$ cat config.mk
export PLATFORM = sky130hd
export DESIGN_NAME = bsc_back
export DESIGN_NICKNAME = d
export VERILOG_FILES = /design/src/design/barometric_sensor_compensation_assert.svh /design/src/design/bsc_pkg.sv /design/src/design/bsc_back.sv
export SDC_FILE = /design/constraint.sdc
export NUM_CORES = 2
export LEC_CHECK = 0
export ABC_AREA = 1
export ABC_CLOCK_PERIOD_IN_PS = 8700
export BUFFER_PORTS_ARGS = -buffer_cell sky130_fd_sc_hd__buf_2
export CORE_UTILIZATION = 40
export DETAILED_ROUTE_END_ITERATION = 6
export GPL_TIMING_DRIVEN = 0
export SLEW_MARGIN = 15
export SYNTH_ARGS = -nofsm -noshare
export SYNTH_HDL_FRONTEND = slang
export SYNTH_SLANG_ARGS = --single-unit
$ cat constraint.sdc
create_clock -name i_clk -period 8.7 [get_ports i_clk]
set_input_delay 0.435 -clock i_clk [delete_from_list [all_inputs] [get_ports i_clk]]
set_output_delay 0.435 -clock i_clk [all_outputs]
set_load 0.01 [all_outputs]
$ cat src/design/barometric_sensor_compensation_assert.svh
// Assertion macros for the barometric sensor compensation block.
`ifndef BAROMETRIC_SENSOR_COMPENSATION_ASSERT_SVH
`define BAROMETRIC_SENSOR_COMPENSATION_ASSERT_SVH

// Same-cycle implication, disabled during reset.
`define BSC_ASSERT_IMP(lbl, clk, rst_n, ante, cons) \
    lbl: assert property (@(posedge clk) disable iff (!(rst_n)) (ante) |-> (cons)) \
        else $error("bsc assertion failed");

// Next-cycle implication, disabled during reset.
`define BSC_ASSERT_NXT(lbl, clk, rst_n, ante, cons) \
    lbl: assert property (@(posedge clk) disable iff (!(rst_n)) (ante) |=> (cons)) \
        else $error("bsc assertion failed");

`endif

$ cat src/design/bsc_pkg.sv
// Package: types and constants of the barometric sensor compensation block.
package bsc_pkg;

    localparam int C_CFG_IDX_W = 3;
    localparam logic [C_CFG_IDX_W-1:0] C_REG_AC1_AC2 = 3'd0;
    localparam logic [C_CFG_IDX_W-1:0] C_REG_AC3_AC4 = 3'd1;
    localparam logic [C_CFG_IDX_W-1:0] C_REG_AC5_AC6 = 3'd2;
    localparam logic [C_CFG_IDX_W-1:0] C_REG_B1_B2   = 3'd3;
    localparam logic [C_CFG_IDX_W-1:0] C_REG_MC_MD   = 3'd4;

    localparam int C_TDIV_W  = 27;
    localparam int C_TDVS_W  = 32;
    localparam int C_PDIV_W  = 32;
    localparam int C_PDVS_W  = 17;
    localparam int C_LATENCY = C_TDIV_W + C_PDIV_W + 11;

    localparam logic signed [31:0] C_B6_OFS = 32'sd4000;
    localparam logic signed [31:0] C_B4_OFS = 32'sd32768;
    localparam logic [31:0]        C_B7_MUL = 32'd50000;
    localparam logic signed [31:0] C_P_K1   = 32'sd3038;
    localparam logic signed [31:0] C_P_K2   = -32'sd7357;
    localparam logic signed [31:0] C_P_K3   = 32'sd3791;
    localparam logic signed [31:0] C_T_MAX  = 32'sd32767;
    localparam logic signed [31:0] C_T_MIN  = -32'sd32768;
    localparam logic signed [31:0] C_P_MAX  = 32'sd1048575;

    typedef struct packed {
        logic signed [31:0] ac1;
        logic signed [31:0] ac2;
        logic signed [31:0] ac3;
        logic signed [31:0] ac4;
        logic signed [31:0] ac5;
        logic signed [31:0] ac6;
        logic signed [31:0] b1;
        logic signed [31:0] b2;
        logic signed [31:0] mc;
        logic signed [31:0] md;
    } t_cal;

    typedef struct packed {
        logic               err;
        logic               neg;
        logic signed [31:0] x1;
        logic [15:0]        up;
    } t_tside;

    typedef struct packed {
        logic               err;
        logic               dbl;
        logic signed [15:0] t;
    } t_pside;

endpackage

$ cat src/design/bsc_back.sv
// Back end: pressure correction, saturation and error forcing.
module bsc_back
    import bsc_pkg::*;
(
    input  logic                i_clk,
    input  logic                i_rst_n,
    input  logic                i_valid,
    input  logic [C_PDIV_W-1:0] i_quotient,
    input  t_pside              i_side,
    output logic                o_valid,
    output logic signed [15:0]  o_temperature_tenths,
    output logic [19:0]         o_pressure_pascal,
    output logic                o_divide_error
);

    logic [2:0]         r_vld;
    logic signed [31:0] p, ph;
    logic signed [31:0] r9_p, r9_x1a, r9_x2, r10_p, r10_x1, r10_x2;
    logic signed [31:0] k2p;
    logic signed [15:0] r9_t, r10_t;
    logic               r9_err, r10_err;
    logic signed [31:0] p_new;
    logic [19:0]        p_sat;
    logic signed [15:0] r11_t;
    logic [19:0]        r11_p;
    logic               r11_err;

    always_ff @(posedge i_clk) begin
        if (!i_rst_n) begin
            r_vld <= '0;
        end else begin
            r_vld <= {r_vld[1:0], i_valid};
        end
    end

    assign p   = i_side.dbl ? $signed({i_quotient[30:0], 1'b0}) : $signed(i_quotient);
    assign ph  = p >>> 8;
    assign k2p = C_P_K2 * p;

    assign p_new = r10_p + ((r10_x1 + r10_x2 + C_P_K3) >>> 4);
    assign p_sat = p_new[31] ? 20'd0 : (p_new > C_P_MAX) ? C_P_MAX[19:0] : p_new[19:0];

    always_ff @(posedge i_clk) begin
        r9_p    <= p;
        r9_x1a  <= ph * ph;
        r9_x2   <= k2p >>> 16;
        r9_t    <= i_side.t;
        r9_err  <= i_side.err;

        r10_p   <= r9_p;
        r10_x1  <= (r9_x1a * C_P_K1) >>> 16;
        r10_x2  <= r9_x2;
        r10_t   <= r9_t;
        r10_err <= r9_err;

        r11_t   <= r10_err ? 16'sd0 : r10_t;
        r11_p   <= r10_err ? 20'd0 : p_sat;
        r11_err <= r10_err;
    end

    assign o_valid              = r_vld[2];
    assign o_temperature_tenths = r11_t;
    assign o_pressure_pascal    = r11_p;
    assign o_divide_error       = r11_err;

endmodule

# Yosys cells after proc, flatten, opt, wreduce, memory -nomap -nowiden

Cells that the tools add are included.
W data, S select, Z words.

Add/sub/neg operators: 3
Multipliers: 3
Magnitude comparators: 1
Muxes and demuxes: 2
Reduce and logical (&&, ||, !) cells: 1

Operators with widths:

| kind                     | number |
|---|---|
| $add A32 B14 Y32         | 1 |
| $gt A32 B21 Y1 const B   | 1 |
| $mul A14 B32 Y32 const A | 1 |
| $mul A24 B24 Y32         | 1 |
| $mul A32 B12 Y31 const B | 1 |
| $mux W32                 | 1 |
| $mux W20                 | 1 |
| $add A17 B13 Y18 const B | 1 |
| $add A16 B16 Y17         | 1 |
| $reduce_or A2 Y1         | 1 |

Bits in registers: 218
Bits of input ports: 53
Logic and storage cells: 24

# Longest topological paths before layout

Depth in word-level cells: 5
Gate-level depth with buffers: 34

# Worst setup path after synthesis

No wires, ideal clock.

Path kind: input port to flip-flop
From: in i_side[16] in the netlist's numbering
To: reg r9_x1a[28]
Setup time: 0.072 ns
Arrival: 6.863 ns
Data required time: 8.628 ns
Setup slack: 1.766 ns
Cell stages on the path: 29
Buffers on the path: 1
Cell sequence: buf_6 -> o21ai_2 -> clkinv_1 -> nor2_1 -> inv_1 -> fa_1 -> inv_1 -> fa_1 -> inv_1 -> fa_1 -> inv_1 -> fa_1 -> inv_1 -> fa_1 -> inv_1 -> fa_1 -> inv_1 -> fa_1 -> inv_1 -> ha_1 -> nand2_1 -> nor3_1 -> nand4_1 -> nand3_1 -> nand2_1 -> nand2_1 -> a21boi_0 -> o21bai_1 -> xor2_1

Word-level cells in the longest chain between the ends: 2

Ends and longest elaborated chain:

| element                | line           | source |
|---|---|---|
| start: declaration     | bsc_back.sv:9  | `input t_pside i_side,` |
| $mux W32               | bsc_back.sv:36 | `assign p = i_side.dbl ? $signed({i_quotient[30:0], 1'b0}) : $signed(i_quotient);` |
| via p[22]              | bsc_back.sv:17 | `logic signed [31:0] p, ph;` |
| $mul A24 B24 Y32       | bsc_back.sv:45 | `r9_x1a <= ph * ph;` |
| end signal: assignment | bsc_back.sv:45 |  |
| end: declaration       | bsc_back.sv:18 | `logic signed [31:0] r9_p, r9_x1a, r9_x2, r10_p, r10_x1, r10_x2;` |

The timed path passes the listed nets, and every way through them passes these cells.
A chain may end at the register's enable or synchronous reset.

# Worst setup path in the final report

From: in i_side[16] in the netlist's numbering
To: reg r9_x1a[28]

Word-level cells in the longest chain between the ends: 2

Ends and longest elaborated chain:

| element          | line |
|---|---|
| $mux W32         | bsc_back.sv:36 |
| $mul A24 B24 Y32 | bsc_back.sv:45 |

No other way between the ends.

==> out/results.tsv <==
metric	value	unit
most numerous cell in the Yosys netlist	inv_1	
Post-synth EDFFs	0	
Post-Layout Cell Count	4599	
vias	21900	
Commonest cells post-synth	996 x inv_1, 546 x fa_1, 450 x nand2_1	
Synth Area in Compound Gates	5.15	%
vias in the first global route	23000	
main flop type after synthesis	dfxtp_1	
Critical Path Max Stage Delay	730	ps
Clock Skew	9.47	ps
I/O Buffers	90	
I/O pins	91	
Core Region	75800	um^2
hold violation total from the final report	0	
Die X	279	um
first-pass GRT wire length	122	mm
Critical Path AT	8770	ps
critical path class	in -> reg	
most used cell, CP	fa_1	
post-synthesis mux area share	0	%
ant diodes	0	
async set-reset flop share out of synthesis	0	%
post-DP HPWL	64.4	mm
Max Cap Viol	0	
TritonCTS clock tree	built	
hold crit path type	in -> reg	
slew margin rel.	28.2	%
initial antenna violation count	2	
crit end category	register	
WP data required	9130	ps
Die Y-Extent	279	um
sequential cell area fraction in the yosys report	14.1	%
setup_tns	0	ps
WL final	73.8	mm
routed len/inst	16.1	um
post-synthesis simple-gate area fraction	11.4	%
overall routing resource usage	20.1	%
number of instances in the placed design	4536	
clock root cell	clkbuf_16	
setup bufs post-CTS	0	
TritonCTS Buffers	25	
largest family of logic cells by synthesized area	adder cells	
post-synthesis adder-cell area fraction	52.3	%
Tcrit/Tclk final	95.8	%
crit path max fanout	10	
vias per cell	4.76	
largest net degree at the start of global routing	25	
Syn. warnings	0	
flops & latches, synth	215	
htree depth	1	
Slew @ Worst Pin	1080	ps
endpoints failing setup	0	
area share of the largest cell type after synthesis	35.7	%
Sink Count	215	
post-synth top area cell	fa_1	
antenna-violating nets left	0	
initial DRC count	1203	
Syn Area/Cell	8.82	um^2
row cnt	101	
fin nets	4606	
crit start category	input pin	
Area contributors post-synth	fa_1 36%, ha_1 17%, dfxtp_1 14%	
Synth Instances	3467	
Slew Viols, Final	0	
RSZ-0062 raised after global routing	no	
Mapped Area	30600	um^2
Area Overhead vs Synth	8.85	%
layout cell share with drive strength beyond 1	5.61	%
max frequency	0.120	GHz
post-synthesis xor/xnor area fraction	4.14	%
fin crit period	8340	ps
outcome	finished clean	
global placement routability congestion	0.936	
Overflow after GRT	0	
DRC	0	
die area	77600	um^2
Worst-path clk slew	60	ps
latest clock arrival within the worst-skew pair	560	ps
Cell variety after synth	47	
DR pass1 iterations	5	
slowest CP cell	clkbuf_1	
Initial Utilization	40.3	%
clock tree buffer depth	3	
==> stage by stage <==
stage,worst slack [ps],hold WS [ps],utilization (%),area [um^2]
final,362,66.3,43.9,33300
after global routing,37.7,54.8,43.9,33300
after CTS,416,34.3,43.9,33300
after detailed placement,-150,312,42.5,32300
after global placement,-194,310,42.5,32300
after floorplan,1770,310,-,30600
==> metal layers <==
metal	GRT usage, %	vias up	part of all wire, %
li1	-	10600	-
met1	28.0	10600	45
met2	33.2	622	46
met3	2.48	98	6.2
met4	4.96	0	2.7
met5	0	-	0
==> cell families (layout without fill, tap and decap cells) <==
family,Yosys count,after routing
buffers and inverters,1039,1192
adder cells (fa/ha/maj),951,951
AND/OR/NAND/NOR,843,843
AO/OA/AOI/OAI,276,276
flip-flops,215,215
XOR/XNOR,141,141
other,2,3
==> critical path, delay by kind of cell <==
kind / cells / cell delay, ps
AND/OR/NAND/NOR: 9 / 1700
buffers and inverters: 10 / 1680
adder cells (fa/ha/maj): 8 / 3970
XOR/XNOR: 1 / 330
AO/OA/AOI/OAI: 3 / 610
==> cell type report <==
type                    instances  area, um^2
clock buffers                  30         654
fillers                      7601       42500
inverters                    1008        3790
repair buffers                107         621
well taps                     978        1220
clock inverters                16         200
multi-input cells            2214       22300
flip-flops and latches        215        4300
plain buffers                  31         158
==> registers in the layout, summed over array words and instances (netlist names), 3 cells and up <==
signal                flops
r_vld                     3
r10_t                    16
r10_x2                   16
r10_p                    32
r10_x1                   16
r9_x1a                   30
r9_p                     31
o_temperature_tenths     16
r9_t                     16
r9_x2                    16
o_pressure_pascal        20
==> placed cells by master, fill, tap and decap left out, drive strengths merged, types with 2 or more instances in the layout <==
cell type	instances
a21o	7
and2	3
clkbuf	51
bufinv	3
nor4	8
nand4	17
nand2	471
inv	1001
clkinvlp	9
buf	100
o211ai	6
o31ai	2
o21a	7
nand3	61
dfxtp	215
a21oi	151
fa	546
conb	3
clkinv	11
nand3b	6
xor2	82
nor3	18
and3	2
o21bai	15
ha	405
a221oi	2
xnor2	59
dlygate4sd3	17
o21ai	78
a31oi	4
nor2	243
or2	14
==> final timing paths <==
kind	start	end	slack [ps]	cells after the start
worst min register to register	r9_x2[14]	r10_x2[14]	320	0
worst max register to register	r9_x1a[11]	r10_x1[9]	3430	15
worst min-delay path	i_valid	r_vld[0]	70	3
worst max-delay path	i_side[16]	r9_x1a[28]	360	31
==> timing repair <==
item	4_1_cts	5_1_grt
hold buffers	17	0
endpoints found under the setup margin	0	1
endpoints found under the hold margin	17	0
gates resized for setup	0	1
Power is left out: the tool's default activity adds up to more than one toggle a clock period on the data nets, which glitch-free logic cannot reach.
