==> src/design/barometric_sensor_compensation_assert.svh <==
// Assertion macros for the barometric sensor compensation block.
`ifndef BAROMETRIC_SENSOR_COMPENSATION_ASSERT_SVH
`define BAROMETRIC_SENSOR_COMPENSATION_ASSERT_SVH

// Same-cycle implication, disabled during reset.
`define BSC_ASSERT_IMP(lbl, clk, rst_n, ante, cons) \
    lbl: assert property (@(posedge clk) disable iff (!(rst_n)) (ante) |-> (cons)) \
        else $error("bsc assertion failed");

// Next-cycle implication, disabled during reset.
`define BSC_ASSERT_NXT(lbl, clk, rst_n, ante, cons) \
    lbl: assert property (@(posedge clk) disable iff (!(rst_n)) (ante) |=> (cons)) \
        else $error("bsc assertion failed");

`endif

==> src/design/bsc_pkg.sv <==
// Package: types and constants of the barometric sensor compensation block.
package bsc_pkg;

    localparam int C_CFG_IDX_W = 3;
    localparam logic [C_CFG_IDX_W-1:0] C_REG_AC1_AC2 = 3'd0;
    localparam logic [C_CFG_IDX_W-1:0] C_REG_AC3_AC4 = 3'd1;
    localparam logic [C_CFG_IDX_W-1:0] C_REG_AC5_AC6 = 3'd2;
    localparam logic [C_CFG_IDX_W-1:0] C_REG_B1_B2   = 3'd3;
    localparam logic [C_CFG_IDX_W-1:0] C_REG_MC_MD   = 3'd4;

    localparam int C_TDIV_W  = 27;
    localparam int C_TDVS_W  = 32;
    localparam int C_PDIV_W  = 32;
    localparam int C_PDVS_W  = 17;
    localparam int C_LATENCY = C_TDIV_W + C_PDIV_W + 11;

    localparam logic signed [31:0] C_B6_OFS = 32'sd4000;
    localparam logic signed [31:0] C_B4_OFS = 32'sd32768;
    localparam logic [31:0]        C_B7_MUL = 32'd50000;
    localparam logic signed [31:0] C_P_K1   = 32'sd3038;
    localparam logic signed [31:0] C_P_K2   = -32'sd7357;
    localparam logic signed [31:0] C_P_K3   = 32'sd3791;
    localparam logic signed [31:0] C_T_MAX  = 32'sd32767;
    localparam logic signed [31:0] C_T_MIN  = -32'sd32768;
    localparam logic signed [31:0] C_P_MAX  = 32'sd1048575;

    typedef struct packed {
        logic signed [31:0] ac1;
        logic signed [31:0] ac2;
        logic signed [31:0] ac3;
        logic signed [31:0] ac4;
        logic signed [31:0] ac5;
        logic signed [31:0] ac6;
        logic signed [31:0] b1;
        logic signed [31:0] b2;
        logic signed [31:0] mc;
        logic signed [31:0] md;
    } t_cal;

    typedef struct packed {
        logic               err;
        logic               neg;
        logic signed [31:0] x1;
        logic [15:0]        up;
    } t_tside;

    typedef struct packed {
        logic               err;
        logic               dbl;
        logic signed [15:0] t;
    } t_pside;

endpackage

==> src/design/bsc_div.sv <==
// Pipelined restoring unsigned divider, one quotient bit per stage.
module bsc_div
    import bsc_pkg::*;
#(
    parameter int DW = 32,
    parameter int VW = 32,
    parameter int SW = 1
) (
    input  logic          i_clk,
    input  logic          i_rst_n,
    input  logic          i_valid,
    input  logic [DW-1:0] i_dividend,
    input  logic [VW-1:0] i_divisor,
    input  logic [SW-1:0] i_side,
    output logic          o_valid,
    output logic [DW-1:0] o_quotient,
    output logic [SW-1:0] o_side
);

    logic [VW-1:0] r_rem  [DW];
    logic [DW-1:0] r_word [DW];
    logic [VW-1:0] r_dvs  [DW];
    logic [SW-1:0] r_side [DW];
    logic          r_vld  [DW];

    for (genvar g = 0; g < DW; g++) begin : g_stage
        logic [VW-1:0] rem_in;
        logic [DW-1:0] word_in;
        logic [VW-1:0] dvs_in;
        logic [SW-1:0] side_in;
        logic          vld_in;
        logic [VW:0]   trial;
        logic [VW:0]   diff;
        logic          ge;
        logic [VW-1:0] n_rem;
        logic [DW-1:0] n_word;

        if (g == 0) begin : g_first
            assign rem_in  = '0;
            assign word_in = i_dividend;
            assign dvs_in  = i_divisor;
            assign side_in = i_side;
            assign vld_in  = i_valid;
        end else begin : g_next
            assign rem_in  = r_rem[g-1];
            assign word_in = r_word[g-1];
            assign dvs_in  = r_dvs[g-1];
            assign side_in = r_side[g-1];
            assign vld_in  = r_vld[g-1];
        end

        assign trial  = {rem_in, word_in[DW-1]};
        assign diff   = trial - {1'b0, dvs_in};
        assign ge     = trial >= {1'b0, dvs_in};
        assign n_rem  = ge ? diff[VW-1:0] : trial[VW-1:0];
        assign n_word = {word_in[DW-2:0], ge};

        always_ff @(posedge i_clk) begin
            if (!i_rst_n) begin
                r_vld[g] <= 1'b0;
            end else begin
                r_vld[g] <= vld_in;
            end
        end

        always_ff @(posedge i_clk) begin
            r_rem[g]  <= n_rem;
            r_word[g] <= n_word;
            r_dvs[g]  <= dvs_in;
            r_side[g] <= side_in;
        end
    end

    assign o_valid    = r_vld[DW-1];
    assign o_quotient = r_word[DW-1];
    assign o_side     = r_side[DW-1];

endmodule

==> config.mk <==
export PLATFORM = sky130hd
export DESIGN_NAME = bsc_div
export DESIGN_NICKNAME = d
export VERILOG_FILES = /design/src/design/barometric_sensor_compensation_assert.svh /design/src/design/bsc_pkg.sv /design/src/design/bsc_div.sv
export SDC_FILE = /design/constraint.sdc
export NUM_CORES = 2
export LEC_CHECK = 0
export BUFFER_PORTS_ARGS = -buffer_cell sky130_fd_sc_hd__buf_4
export CAP_MARGIN = 25
export CORE_ASPECT_RATIO = 0.5
export CORE_UTILIZATION = 44
export DETAILED_ROUTE_END_ITERATION = 8
export PLACE_DENSITY = 0.71
export REMOVE_ABC_BUFFERS = 1
export SLEW_MARGIN = 20
export SYNTH_ARGS = -nofsm -noshare
export SYNTH_HDL_FRONTEND = slang
export SYNTH_SLANG_ARGS = --single-unit
==> constraint.sdc <==
create_clock -name i_clk -period 3.23 [get_ports i_clk]
set_clock_uncertainty 0.05 [all_clocks]
set_input_delay 0.323 -clock i_clk [delete_from_list [all_inputs] [get_ports i_clk]]
set_output_delay 0.323 -clock i_clk [all_outputs]
set_load 0.02 [all_outputs]
[After elaboration in Yosys (flattened, before gate mapping)]
Memory sizes are Yosys's and may differ from the RTL's.
Index checks and enable logic that the tools add are counted.
Cells by class
  magnitude comparators: 32
  bitwise operators: 32
  add/subtract/negate cells: 32
  muxes and demuxes: 66
Operator list (count)
  32-bit 2-to-1 mux: 32
  33-bit by 32-bit greater-or-equal comparator with 1-bit output: 31
  32-bit subtractor: 31
  1-bit 2-to-1 mux: 34
  1-bit by 32-bit greater-or-equal comparator with 1-bit output: 1
  1-bit bitwise OR: 32
  1-bit by 32-bit subtractor with 32-bit output: 1
Storage, ports and cells
  memories kept: 5
  logic and storage cells: 167
  output and inout bits: 34
  RAM bits: 3136
  input port bits: 68
  register bits after elaboration: 0
Memory list
  r_dvs: depth 32, bits a word 32, read ports 31, clocked after Yosys merged registers in 0, write ports 32, line bsc_div.sv:22  | logic [VW-1:0] r_dvs [DW];
  r_rem: depth 32, bits a word 32, read ports 31, clocked after Yosys merged registers in 0, write ports 32, line bsc_div.sv:20  | logic [VW-1:0] r_rem [DW];
  r_word: depth 32, bits a word 32, read ports 32, clocked after Yosys merged registers in 0, write ports 32, line bsc_div.sv:21  | logic [DW-1:0] r_word [DW];
  r_side: depth 32, bits a word 1, read ports 32, clocked after Yosys merged registers in 0, write ports 32, line bsc_div.sv:23  | logic [SW-1:0] r_side [DW];
  r_vld: depth 32, bits a word 1, read ports 32, clocked after Yosys merged registers in 0, write ports 32, line bsc_div.sv:24  | logic r_vld [DW];

[Logic depth before layout (Yosys ltp)]
An unclocked memory read counts as a cell.
  depth in word-level cells: 3
  gate-level depth with buffers: 15
  mapped depth without buffers: 13

[Worst setup path after synthesis]
OpenSTA, ideal clock, no wires.
  path kind: register to register
  start: memory r_dvs[13][14]
  end: memory r_rem[14][24], in the netlist r_rem[3][88]
  path buffers: 2
  cell stages (with the launch flop): 15
  period minus slack after synthesis: 3.254 ns
  setup time: 0.121 ns
  path slack: -0.024 ns
  data arrival time: 3.084 ns
  required time: 3.059 ns
  cells stage by stage: dfxtp_1 > inv_1 > ha_1 > clkbuf_2 > nand2_1 > or3_1 > o221a_2 > o21ai_2 > o31ai_1 > or4_1 > a21oi_1 > o21ai_1 > o21ai_4 > buf_6 > mux2_2
RTL lines (line)
  start: declaration: bsc_div.sv:22
  end: declaration: bsc_div.sv:20

==> flow_summary.ini <==
[run_status]
status = complete, but fails checks
failed_checks = setup timing

[power]
max-vdd-ir-drop_uv = 513.4
p_sw_share_pct = 26.57
p_int_mw = 69.00
power.leakage_nw = 74.07
pwr-share-clk_pct = 37.0
pwr-share-comb_pct = 19.1
p_seq_share_pct = 43.9
power_density_mw_per_mm2 = 594.1
p_switching_mw = 24.97

[worst_setup_path]
reg2reg_slack_ns = -0.09
critPathSlowestCell = or3_4
end_kind = register
cp_top_family = compound AO/OA/AOI/OAI gates
critical_path_peak_fanout = 8
crit_required_ns = 3.92
worst-path-buf-inv = 2
rr_worst_depth = 13
crit_arrival_ns = 4.01
crit_path_frequent_cell = a21oi_4
cp-start-kind = register
crit_type = reg2reg
crit_cells = 13
path_cells = inv_2 > ha_4 > nor2b_4 > o31ai_4 > a21oi_4 > o41ai_4 > o311ai_4 > a21oi_4 > o41a_1 > a31oi_1 > or3_4 > buf_12 > mux2_4
cpPeakStageDelay_ns = 0.45

[synth]
ys_ff_latch = 3072
synth_top_area_cell = dfxtp_1
synth_edf_count = 0
avgSynthCellArea_um2 = 9.721
yosys-top-cells-area = dfxtp_1 (49%), ha_1 (9.9%), a21oi_1 (3.8%)
synthCells = 12948
synth_area_mm2 = 0.1259
ys_warn_count = 0
yosysUniqueCellTypes = 98
yosysSeqAreaShare_pct = 48.86
synth_top_area_share_pct = 48.86
synthArstFlopShare_pct = 0
ys.flop_type = dfxtp_1

[timing]
rsz0062_at_grt = yes
period_share_pct = 102.8
setup_viol = 83
worst_slack_ns = -0.09145
min_period_ns = 3.321
drv_slew = 0
tightest_slew_ns = 0.8207
finalHoldViolations = 0
max-slew-margin-rel_pct = 43.87
clock.fmax_mhz = 301.1

[die]
die_y_um = 380.2
dieArea_mm2 = 0.2883
rows = 138
coreArea_mm2 = 0.2837
io_pins = 102
die_w_um = 758.4
start_util_pct = 44.37

[placement]
port_buffers = 101
placed_cell_area_mm2 = 0.1404
post-place-ws_ns = -0.5639
dp_hpwl_mm = 225.1
gp_congestion = 0.9675

[grt]
gr-total-overflow = 0
grt_first_pass_wirelength_mm = 475.1
grt_antenna_before_repair = 2
grt_pass1_vias = 96760
grt_max_degree = 56
grt_usage_pct = 20.05

[route]
ant_nets = 0
vias = 94892
drc = 0
dr.pass1.iters = 6
drtIter0Drc = 4635
drt_wl_total_mm = 308.7
via_per_inst = 5.101
avgRoutedWirePerCell_um = 16.59

[run]
timing.max_cap.violations = 0

[min_path]
hold_class = in2reg
hold_depth = 2

[cts]
cts-htree-levels = 5
tritoncts = built
clock_latency_ns = 0.88
cts_made_buffers = 287
cts_root_buffer = clkbuf_16
clock_path_buffers = 4
clk_pin_slew_ns = 0.07
clock_sinks = 3072

[cells_and_area]
final_common_cell = dfxtp_1
mostFrequentLayoutCells = dfxtp_1 (2989), buf_4 (1452), inv_1 (1224), nand2_1 (933), ha_1 (911)
num-nets-final = 15697
layout-drive-gt1-share_pct = 21.33
fin_area_mm2 = 0.1582
area_growth_syn_to_layout_pct = 25.66
==> path summary, 6_finish.rpt <==
check,startpoint,endpoint
max,r_dvs[14][1]$_DFF_P_,r_rem[3][119]$_DFF_P_
min,i_dividend[15],r_word[0][16]$_DFF_P_
max reg2reg,r_dvs[14][1]$_DFF_P_,r_rem[3][119]$_DFF_P_
min reg2reg,r_word[3][38]$_DFF_P_,r_word[3][71]$_DFF_P_
==> sequential cells by signal (all words and copies together), names as in the netlist <==
signal	count
r_vld	32
r_rem	992
r_word	1024
r_dvs	992
r_side	32
==> metal layers <==
metal  GRT usage, %  wire (µm)  share of wire, %
met5              0          0                 0
met4          13.96      23720               7.7
met3          2.498       8526               2.8
met2          38.83     162700                53
met1          19.65     113700                37
==> per-stage QoR <==
step / TNS (ns) / std cells / hold slack, ns / power, mW / util [%]
2_1_floorplan: -773.58 / 12601 / 0.2596 / 51.74 / -
3_3_place_gp: -90.70 / 17787 / 0.2597 / 57.29 / 49.47
3_5_place_dp: -117.90 / 17788 / 0.2621 / 57.58 / 49.47
4_1_cts: -11.35 / 18494 / 0.0001761 / 93.87 / 54.29
5_1_grt: -20.79 / 18602 / 0.02276 / 98.49 / 55.75
6_report: -2.636 / 18603 / 0.06633 / 93.97 / 55.75
==> cell type report <==
cell class | count | area [µm²]
inverter | 1254 | 4721
fill | 24211 | 125500
sequential | 3072 | 61610
tap | 3780 | 4730
multi-input combinational | 8275 | 62580
timing repair buffer | 1715 | 14890
antenna | 5 | 12.51
clock buffer | 391 | 8158
clock inverter | 111 | 1465
==> power by group through the flow <==
stage | combinational (mW) | clock (mW) | sequential, mW
2_1_floorplan | 10.2 | 0 | 41.5
3_3_place_gp | 15.3 | 0 | 42.0
3_5_place_dp | 15.6 | 0 | 42.0
4_1_cts | 16.9 | 35.8 | 41.2
5_1_grt | 19.7 | 37.4 | 41.4
6_report | 18.0 | 34.8 | 41.2
==> cell usage after synthesis (all sizes together) (133+ instances only) <==
master  number
a21o       493
a21oi      949
clkbuf     286
dfxtp     3072
ha         994
inv       1254
mux2       341
nand2      970
nand2b     133
nand3      198
nand4      178
nor2       590
nor2b      141
nor3       145
o21ai      919
o21bai     141
xnor2      471
xor2       320
==> worst reg2reg max path, stage by stage (launching register included) <==
cell and delay, ns:
dfxtp_2 0.34, inv_2 0.04, ha_4 0.21, nor2b_4 0.13
o31ai_4 0.29, a21oi_4 0.12, o41ai_4 0.39, o311ai_4 0.14
a21oi_4 0.23, o41a_1 0.22, a31oi_1 0.12, or3_4 0.45
buf_12 0.18, mux2_4 0.31
==> cell families (layout without fill, tap and decap cells) <==
family,after synthesis,in the layout,synth area share (%)
and+or+nand+nor,2711,2711,10.19
DFF,3072,3072,48.86
buffers and inverters,1601,3471,4.847
muxes,379,379,3.353
adders and majority gates,1024,1024,10.36
AOI/OAI and AO/OA,3370,3370,16.89
other,0,5,0
xor gates and xnor gates,791,791,5.504
==> timing repair <==
item	CTS	global route
hold buffers	107	0
cloned	19	32
pin swaps	131	294
setup buffers	84	91
gates resized for setup	436	728
endpoints found under the hold margin	129	0
endpoints found under the setup margin	729	859
No activity file was read; power rests on OpenSTA's default activity.
