===== src/design/barometric_sensor_compensation_assert.svh =====
// Assertion macros for the barometric sensor compensation block.
`ifndef BAROMETRIC_SENSOR_COMPENSATION_ASSERT_SVH
`define BAROMETRIC_SENSOR_COMPENSATION_ASSERT_SVH

// Same-cycle implication, disabled during reset.
`define BSC_ASSERT_IMP(lbl, clk, rst_n, ante, cons) \
    lbl: assert property (@(posedge clk) disable iff (!(rst_n)) (ante) |-> (cons)) \
        else $error("bsc assertion failed");

// Next-cycle implication, disabled during reset.
`define BSC_ASSERT_NXT(lbl, clk, rst_n, ante, cons) \
    lbl: assert property (@(posedge clk) disable iff (!(rst_n)) (ante) |=> (cons)) \
        else $error("bsc assertion failed");

`endif


===== src/design/bsc_pkg.sv =====
// Package: types and constants of the barometric sensor compensation block.
package bsc_pkg;

    localparam int C_CFG_IDX_W = 3;
    localparam logic [C_CFG_IDX_W-1:0] C_REG_AC1_AC2 = 3'd0;
    localparam logic [C_CFG_IDX_W-1:0] C_REG_AC3_AC4 = 3'd1;
    localparam logic [C_CFG_IDX_W-1:0] C_REG_AC5_AC6 = 3'd2;
    localparam logic [C_CFG_IDX_W-1:0] C_REG_B1_B2   = 3'd3;
    localparam logic [C_CFG_IDX_W-1:0] C_REG_MC_MD   = 3'd4;

    localparam int C_TDIV_W  = 27;
    localparam int C_TDVS_W  = 32;
    localparam int C_PDIV_W  = 32;
    localparam int C_PDVS_W  = 17;
    localparam int C_LATENCY = C_TDIV_W + C_PDIV_W + 11;

    localparam logic signed [31:0] C_B6_OFS = 32'sd4000;
    localparam logic signed [31:0] C_B4_OFS = 32'sd32768;
    localparam logic [31:0]        C_B7_MUL = 32'd50000;
    localparam logic signed [31:0] C_P_K1   = 32'sd3038;
    localparam logic signed [31:0] C_P_K2   = -32'sd7357;
    localparam logic signed [31:0] C_P_K3   = 32'sd3791;
    localparam logic signed [31:0] C_T_MAX  = 32'sd32767;
    localparam logic signed [31:0] C_T_MIN  = -32'sd32768;
    localparam logic signed [31:0] C_P_MAX  = 32'sd1048575;

    typedef struct packed {
        logic signed [31:0] ac1;
        logic signed [31:0] ac2;
        logic signed [31:0] ac3;
        logic signed [31:0] ac4;
        logic signed [31:0] ac5;
        logic signed [31:0] ac6;
        logic signed [31:0] b1;
        logic signed [31:0] b2;
        logic signed [31:0] mc;
        logic signed [31:0] md;
    } t_cal;

    typedef struct packed {
        logic               err;
        logic               neg;
        logic signed [31:0] x1;
        logic [15:0]        up;
    } t_tside;

    typedef struct packed {
        logic               err;
        logic               dbl;
        logic signed [15:0] t;
    } t_pside;

endpackage


===== src/design/bsc_front.sv =====
// Temperature front end: X1 and the operands of the temperature division.
module bsc_front
    import bsc_pkg::*;
(
    input  logic                i_clk,
    input  logic                i_rst_n,
    input  logic                i_valid,
    input  logic [15:0]         i_ut,
    input  logic [15:0]         i_up,
    input  t_cal                i_cal,
    output logic                o_valid,
    output logic [C_TDIV_W-1:0] o_dividend,
    output logic [C_TDVS_W-1:0] o_divisor,
    output t_tside              o_side
);

    logic signed [31:0] diff;
    logic signed [31:0] prod;
    logic               r1_vld;
    logic signed [31:0] r1_x1;
    logic [15:0]        r1_up;
    logic signed [31:0] d;
    logic signed [31:0] num;
    logic [31:0]        num_mag;
    logic [31:0]        d_mag;
    logic               r2_vld;
    logic [C_TDIV_W-1:0] r2_num;
    logic [C_TDVS_W-1:0] r2_dvs;
    t_tside             r2_side;

    assign diff = $signed({16'b0, i_ut}) - i_cal.ac6;
    assign prod = diff * i_cal.ac5;

    always_ff @(posedge i_clk) begin
        if (!i_rst_n) begin
            r1_vld <= 1'b0;
            r2_vld <= 1'b0;
        end else begin
            r1_vld <= i_valid;
            r2_vld <= r1_vld;
        end
    end

    assign d       = r1_x1 + i_cal.md;
    assign num     = i_cal.mc <<< 11;
    assign num_mag = num[31] ? -num : num;
    assign d_mag   = d[31] ? -d : d;

    always_ff @(posedge i_clk) begin
        r1_x1        <= prod >>> 15;
        r1_up        <= i_up;
        r2_num       <= num_mag[C_TDIV_W-1:0];
        r2_dvs       <= d_mag;
        r2_side.err  <= (d == 32'sd0);
        r2_side.neg  <= num[31] ^ d[31];
        r2_side.x1   <= r1_x1;
        r2_side.up   <= r1_up;
    end

    assign o_valid    = r2_vld;
    assign o_dividend = r2_num;
    assign o_divisor  = r2_dvs;
    assign o_side     = r2_side;

endmodule


===== config.mk =====
export PLATFORM = sky130hd
export DESIGN_NAME = bsc_front
export DESIGN_NICKNAME = d
export VERILOG_FILES = /design/src/design/barometric_sensor_compensation_assert.svh /design/src/design/bsc_pkg.sv /design/src/design/bsc_front.sv
export SDC_FILE = /design/constraint.sdc
export NUM_CORES = 1
export LEC_CHECK = 0
export BUFFER_PORTS_ARGS = -buffer_cell sky130_fd_sc_hd__buf_4
export CAP_MARGIN = 10
export CORE_MARGIN = 2
export CORE_UTILIZATION = 28
export DETAILED_ROUTE_END_ITERATION = 7
export GPL_ROUTABILITY_DRIVEN = 0
export PLACE_DENSITY = 0.53
export RECOVER_POWER = 25
export SLEW_MARGIN = 20
export SYNTH_ARGS = -nofsm -noshare
export SYNTH_HDL_FRONTEND = slang
export SYNTH_SLANG_ARGS = --single-unit

===== constraint.sdc =====
create_clock -name i_clk -period 12.8 [get_ports i_clk]
set_input_delay 2.56 -clock i_clk [delete_from_list [all_inputs] [get_ports i_clk]]
set_output_delay 2.56 -clock i_clk [all_outputs]
set_load 0.01 [all_outputs]

Yosys cells after proc, flatten, opt, wreduce, memory -nomap -nowiden
Index checks and enable logic that the tools add are counted.
{ "totals": {"register_bits": 129, "inputBits": 355} }
{ "classes": {"multipliers": 1, "muxes": 2, "reduce_logical": 1, "add_sub_neg": 4, "bitwise_logic": 1} }
{ "ops": {"columns": ["cell", "n"], "rows": [
  ["17-bit by 32-bit adder with 32-bit output", 1],
  ["32-bit zero test", 1],
  ["32-bit by 32-bit multiplier with 32-bit output", 1],
  ["32-bit negator", 1],
  ["17-bit by 32-bit subtractor with 32-bit output", 1],
  ["31-bit two-way mux", 1],
  ["27-bit two-way mux", 1],
  ["27-bit negator", 1],
  ["1-bit XOR", 1]
]} }

Depth between registers and ports, before layout
Gate-level depths: netlist of the first run.
{ "logic_depth": {"depth_word": 3, "depth_mapped": 40, "mapped_depth_nobuf": 40} }

Worst setup path before layout of the first run
OpenSTA, ideal clock, no wires.
{ "synth_timing": {"kind": "input to register", "start": "input port i_ut[0]", "end": "register r1_x1[16] (netlist name)", "setup_slack_ps": 1537, "t_required_ps": 12681, "n_path_buf": 1, "arrival_time_ps": 11144, "setup_ps": 119, "cell_stages": 36, "path_cell_list": "inv_1 ha_1 fa_1 nand2b_1 a21oi_1 o22a_2 a32oi_4 o311ai_4 nor2b_1 xnor2_1 clkbuf_1 and2_1 fa_1 fa_1 inv_1 fa_1 fa_1 fa_1 inv_1 fa_1 fa_1 inv_1 fa_1 xnor2_1 xnor2_1 xnor2_1 xnor2_1 xnor2_1 xnor2_1 xnor2_1 xnor2_1 xnor3_1 xnor2_1 xnor2_2 xnor3_1 xnor2_1"} }
{ "synth_between": {"elab_chain_cells": 2} }
{ "synth_rtl": {"columns": ["item", "line", "rtl"], "rows": [
  ["start, declared", "bsc_front.sv:8", "input logic [15:0] i_ut,"],
  ["17-bit by 32-bit subtractor with 32-bit output", "bsc_front.sv:31", "assign diff = $signed({16'b0, i_ut}) - i_cal.ac6;"],
  ["32-bit by 32-bit multiplier with 32-bit output", "bsc_front.sv:32", "assign prod = diff * i_cal.ac5;"],
  ["named net prod[31]", "bsc_front.sv:18", "logic signed [31:0] prod;"]
]} }
The timed path passes the listed nets, and every way through them passes these cells.
A chain may end at the register's enable or synchronous reset.

Worst setup path after layout of the first run
{ "layout_timing": {"start": "input port i_ut[0]", "end": "register r1_x1[16] (netlist name)"} }
{ "layout_between": {"elab_chain_cells": 2} }
{ "layout_rtl": {"columns": ["item", "line"], "rows": [
  ["17-bit by 32-bit subtractor with 32-bit output", "bsc_front.sv:31"],
  ["32-bit by 32-bit multiplier with 32-bit output", "bsc_front.sv:32"],
  ["named net prod[31]", "bsc_front.sv:18"]
]} }
The timed path passes the listed nets, and every way through them passes these cells.

==> results.toml, run 1 <==
[synthesis]
synth-async-reset-ratio_pct = 0
ys.flop_type = "dfxtp_1"
synth_top_area_share_pct = 36.7
postSynthCellCount = 2452
synth.distinct_cells = 77
synth_area_per_cell_um2 = 9.10
synth.area.top_cells = "fa_1 37%, ha_1 11%, dfxtp_1 11%"
netlist_area_um2 = 22300
yosys-top-cells-count = "513 x inv_1, 409 x fa_1, 270 x and2_1"
ys_ff_latch = 118
synth-seq-area-share_pct = 10.6
synth_edf_count = 0
synth.largest_area_cell = "fa_1"
synth.most_common_cell = "inv_1"
ys_warn_count = 0

[grt]
antenna_found_initial = 1
grtUsageMet1_pct = 20.1
grtUsageMet3_pct = 1.50
grt_pass1_wl_um = 96900
busiest_layer = "met2"
grt_pass1_vias = 17400
grt_use_total_pct = 15.2
grt_max_degree = 32
use_met2_pct = 26.7
grt_overflow_total = 0

[sta]
slew_violations = 0
fin_crit_ns = 11.94
finalSetupTns_ns = 0
worst_slew_pin_slew_ns = 1.11
setup_viol = 0
max_freq_ghz = 0.0837
fin_crit_sh_pct = 93.3
hold_violations = 0
relSlewSlack_pct = 25.5
rsz0062_at_grt = "no"
clock_skew_ns = 0.00597

[placed_design]
place_hpwl_um = 49100
numPortBuffers = 246

[floorplan]
io_pins = 465
coreArea_um2 = 78900
initial_core_util_pct = 28.3
die_width_um = 286
die-area_um2 = 81900
die_h_um = 286
rows = 103

[route]
vias_per_cell = 4.34
dr.pass1.iters = 4
wl_um = 60200
vias = 16100
drc_errors = 0
routedWlPerCell_um = 16.2
ant_nets = 0
dr.first_iter.drc_count = 681

[cts]
cts_buffers = 17
clockBufferDepth = 2
ctsHtreeMaxLevel = 4
clock-sinks = 118
cts_tree = "done"
clock_latency_ns = 0.42
ctsResizeCount = 0
cts_root_buffer = "clkbuf_16"
path_clk_slew_ns = 0.06
cts_setup_buffers = 0
cts_hold_buf = 0

[min_path]
min_from = "r1_up[14]$_DFF_P_"
hold_depth = 0
hp-class = "reg2reg"
min_to = "o_side[14]$_DFF_P_"

[critical_path]
crit_slowest_cell = "fa_1"
cp-start-kind = "input port"
r2r_end = "o_divisor[21]$_DFF_P_"
rrSetupSlack_ns = 8.45
arrival_ns = 12.26
cpMostUsedCell = "xnor2_1"
r2r_cells = 14
crit_path_end_kind = "register"
worstPathMaxFanout = 7
crit_type = "in2reg"
crit_required_ns = 13.11
path_buf_inv = 8
crit_start = "i_ut[0]"
reg2reg_from = "r1_x1[16]$_DFF_P_"
cp_top_family = "adder cells"
critPathMaxStageDelay_ns = 0.56

[final_layout]
drive_gt1_share_pct = 13.3
utilization_pct = 32.9
area_growth_pct = 16.3
final_nets = 3607
diodes = 0

[run]
drv_cap = 0

[run_status]
status = "finished, final reports clean"
-- placed cells by master, fill, tap and decap left out, types with 36 or more instances in the layout --
cell type,Yosys,layout
buf_4,27,269
nand2b_1,36,36
inv_1,513,513
dfxtp_1,118,118
ha_1,195,195
a21o_1,44,44
and2_1,270,268
nor2b_1,45,45
fa_1,409,409
nand2_1,237,237
a21oi_1,45,45
xor2_1,38,38
xnor2_1,126,119
nor2_1,51,51
-- routing by layer --
| layer | up-vias | wire length, um |
|---|---|---|
| met2 | 352 | 28900 |
| li1 | 7730 | - |
| met3 | 54 | 2370 |
| met1 | 7949 | 28000 |
| met5 | - | 0 |
| met4 | 0 | 988 |
-- state kept, by name, indices dropped and copies added (netlist names) --
name,count
r1_up,16
o_side,35
o_divisor,32
r1_x1,17
o_dividend,16
o_valid,1
r1_vld,1
-- worst max path at each step --
stage	to	slack, ns	cells past startpoint
floorplan	r1_x1[16]$_DFF_P_	1.54	36
finish	r1_x1[16]$_DFF_P_	0.86	39
global placement	r1_x1[16]$_DFF_P_	0.44	39
detailed placement	r1_x1[16]$_DFF_P_	0.43	39
CTS	r1_x1[16]$_DFF_P_	0.85	39
global route	r1_x1[16]$_DFF_P_	0.42	40
-- kinds of logic (layout without fill, tap and decap cells) --
group	after synthesis	count (layout)	synth area share [%]
simple gates	719	719	17.1
buf+inv	633	831	11.1
fa+ha+maj	604	604	47.6
compound gates	205	205	6.51
xor+xnor	171	171	7.01
flops	118	118	10.6
other cells	1	11	0.0168
mux	1	1	0.0449
-- through the flow --
step	cell area, um2	hold WS [ns]	cells	setup slack (ns)
after CTS	25900	0.324	3710	0.852
after global routing	25900	0.329	3710	0.422
final	25900	0.320	3710	0.857
after detailed placement	25300	0.312	3679	0.433
after floorplan	22300	0.310	2462	1.54
after global placement	25300	0.310	3679	0.444
-- layout make-up --
cell class | count | area [um2]
Fill cell | 8331 | 52900
Multi-Input combinational cell | 1711 | 17600
Sequential cell | 118 | 2360
Timing Repair Buffer | 287 | 2150
Inverter | 513 | 1930
Tap cell | 1050 | 1310
Clock buffer | 17 | 425
Clock inverter | 14 | 178
Power of run 1 is not shown: default switching activity piles up to over one toggle a cycle in this logic, so the estimate is an artifact.
==> inputs of run 2 (changes only) <==
--- a/config.mk
+++ b/config.mk
@@ -7,6 +7,7 @@
 export LEC_CHECK = 0
 export BUFFER_PORTS_ARGS = -buffer_cell sky130_fd_sc_hd__buf_4
 export CAP_MARGIN = 10
+export CORE_ASPECT_RATIO = 1.1
 export CORE_MARGIN = 2
 export CORE_UTILIZATION = 28
 export DETAILED_ROUTE_END_ITERATION = 7
==> results.toml, run 2 (same netlist as run 1, synthesis figures left out) <==
[cts]
cts_tree = "done"
cts_setup_buffers = 0
cts_root_buffer = "clkbuf_16"
ctsHtreeMaxLevel = 4
clock_latency_ns = 0.42
ctsResizeCount = 0
cts_hold_buf = 0
cts_buffers = 17
path_clk_slew_ns = 0.05
clock-sinks = 118
clockBufferDepth = 2

[final_layout]
drive_gt1_share_pct = 12.9
area.sequential_um2 = 2360
utilization_pct = 32.8
final_cell_area_um2 = 25900
multi_input_area_um2 = 17600
fillers = 8368
largest_reg_flops = 35
final_nets = 3601
area_growth_pct = 16.2
final_cell_mix = "513 x inv_1, 409 x fa_1, 269 x and2_1"
mostFrequentLayoutCell = "inv_1"

[critical_path]
cpMostUsedCell = "fa_1"
crit_start = "i_ut[5]"
crit_slowest_cell = "xnor2_1"
r2r_end = "o_divisor[21]$_DFF_P_"
worstPathMaxFanout = 11
path_depth = 32
rrSetupSlack_ns = 8.44
cp-start-kind = "input port"
endpoint = "r1_x1[16]$_DFF_P_"
crit_path_end_kind = "register"
cp_top_family = "adder cells"
path_buf_inv = 5
crit_required_ns = 13.16
arrival_ns = 12.34
reg2reg_from = "r1_x1[16]$_DFF_P_"
r2r_cells = 14
crit_type = "in2reg"
critPathMaxStageDelay_ns = 0.91

[placed_design]
placed_area_um2 = 25300
numPortBuffers = 246
place_hpwl_um = 49400

[sta]
slew_violations = 0
worst_slew_pin_slew_ns = 1.11
fin_crit_ns = 11.97
finalSetupTns_ns = 0
hold_violations = 0
relSlewSlack_pct = 25.4
setup_viol = 0
rsz0062_at_grt = "no"
clock_skew_ns = 0.00778
max_freq_ghz = 0.0835
fin_crit_sh_pct = 93.5

[route]
vias_per_cell = 4.38
routedWlPerCell_um = 16.3
drc_errors = 0
vias = 16200
ant_nets = 0
dr.pass1.iters = 5
wl_um = 60100
dr.first_iter.drc_count = 593

[floorplan]
io_pins = 465
die_h_um = 300
die_width_um = 273
rows = 108
die-area_um2 = 81900
initial_core_util_pct = 28.3
coreArea_um2 = 78900

[grt]
grt_overflow_total = 0
antenna_found_initial = 2
grt_use_total_pct = 15.1
grt_pass1_vias = 17600
grt_pass1_wl_um = 96400
grt_max_degree = 32

[min_path]
hp-class = "reg2reg"

[run_status]
status = "finished, final reports clean"

[run]
drv_cap = 0
[run 2: cell count changes in the layout (fill, tap and decap cells not counted), moves of 2 or more]
cell        delta
inv_6          -3
clkinv_4       -2
clkinvlp_4     -3
clkbuf_1       +3
buf_4          -9
clkinv_2       +2
clkbuf_8       +3
[run 2: worst reg2reg max path: cells and delay by family, from the launching register on]
kind	cells	cell delay (ns)
DFF	1	0.80
xor gates and xnor gates	2	0.92
AOI/OAI and AO/OA	9	1.61
and+or+nand+nor	2	0.44
adders and majority gates	1	0.45
[run 2: area by class of cell]
class                      instances  share of cell area, %
tap                             1045                   5.05
inverter                         513                   7.43
multi-input combinational       1711                   67.9
antenna                            1                0.00966
clock buffer                      20                   1.80
sequential                       118                   9.12
clock inverter                     9                  0.584
timing repair buffer             281                   8.13
[run 2: how the worst min path moves through the flow]
stage | start | end | slack, ns | cells after the start
CTS | r1_up[10]$_DFF_P_ | o_side[10]$_DFF_P_ | 0.32 | 0
finish | r1_up[10]$_DFF_P_ | o_side[10]$_DFF_P_ | 0.32 | 0
global route | r1_up[10]$_DFF_P_ | o_side[10]$_DFF_P_ | 0.33 | 0
floorplan | r1_up[0]$_DFF_P_ | o_side[0]$_DFF_P_ | 0.31 | 0
detailed placement | r1_up[12]$_DFF_P_ | o_side[12]$_DFF_P_ | 0.31 | 0
global placement | r1_up[10]$_DFF_P_ | o_side[10]$_DFF_P_ | 0.31 | 0
[run 2: metrics by stage]
| stage | instances | hold slack [ns] | setup slack [ns] |
|---|---|---|---|
| 2_1_floorplan | 2462 | 0.310 | 1.54 |
| 3_3_place_gp | 3668 | 0.310 | 0.391 |
| 3_5_place_dp | 3668 | 0.312 | 0.376 |
| 4_1_cts | 3697 | 0.321 | 0.808 |
| 5_1_grt | 3697 | 0.330 | 0.333 |
| 6_report | 3698 | 0.321 | 0.826 |
[run 2: layer usage]
layer / track usage [%] / share of wire (%) / vias to the layer above
li1: - / - / 7707
met1: 19.0 / 44 / 8080
met2: 27.4 / 50 / 359
met3: 1.81 / 4.1 / 47
met4: 3.38 / 1.9 / 2
met5: 0 / 0.022 / -
Power of run 2 is left out for the same reason.
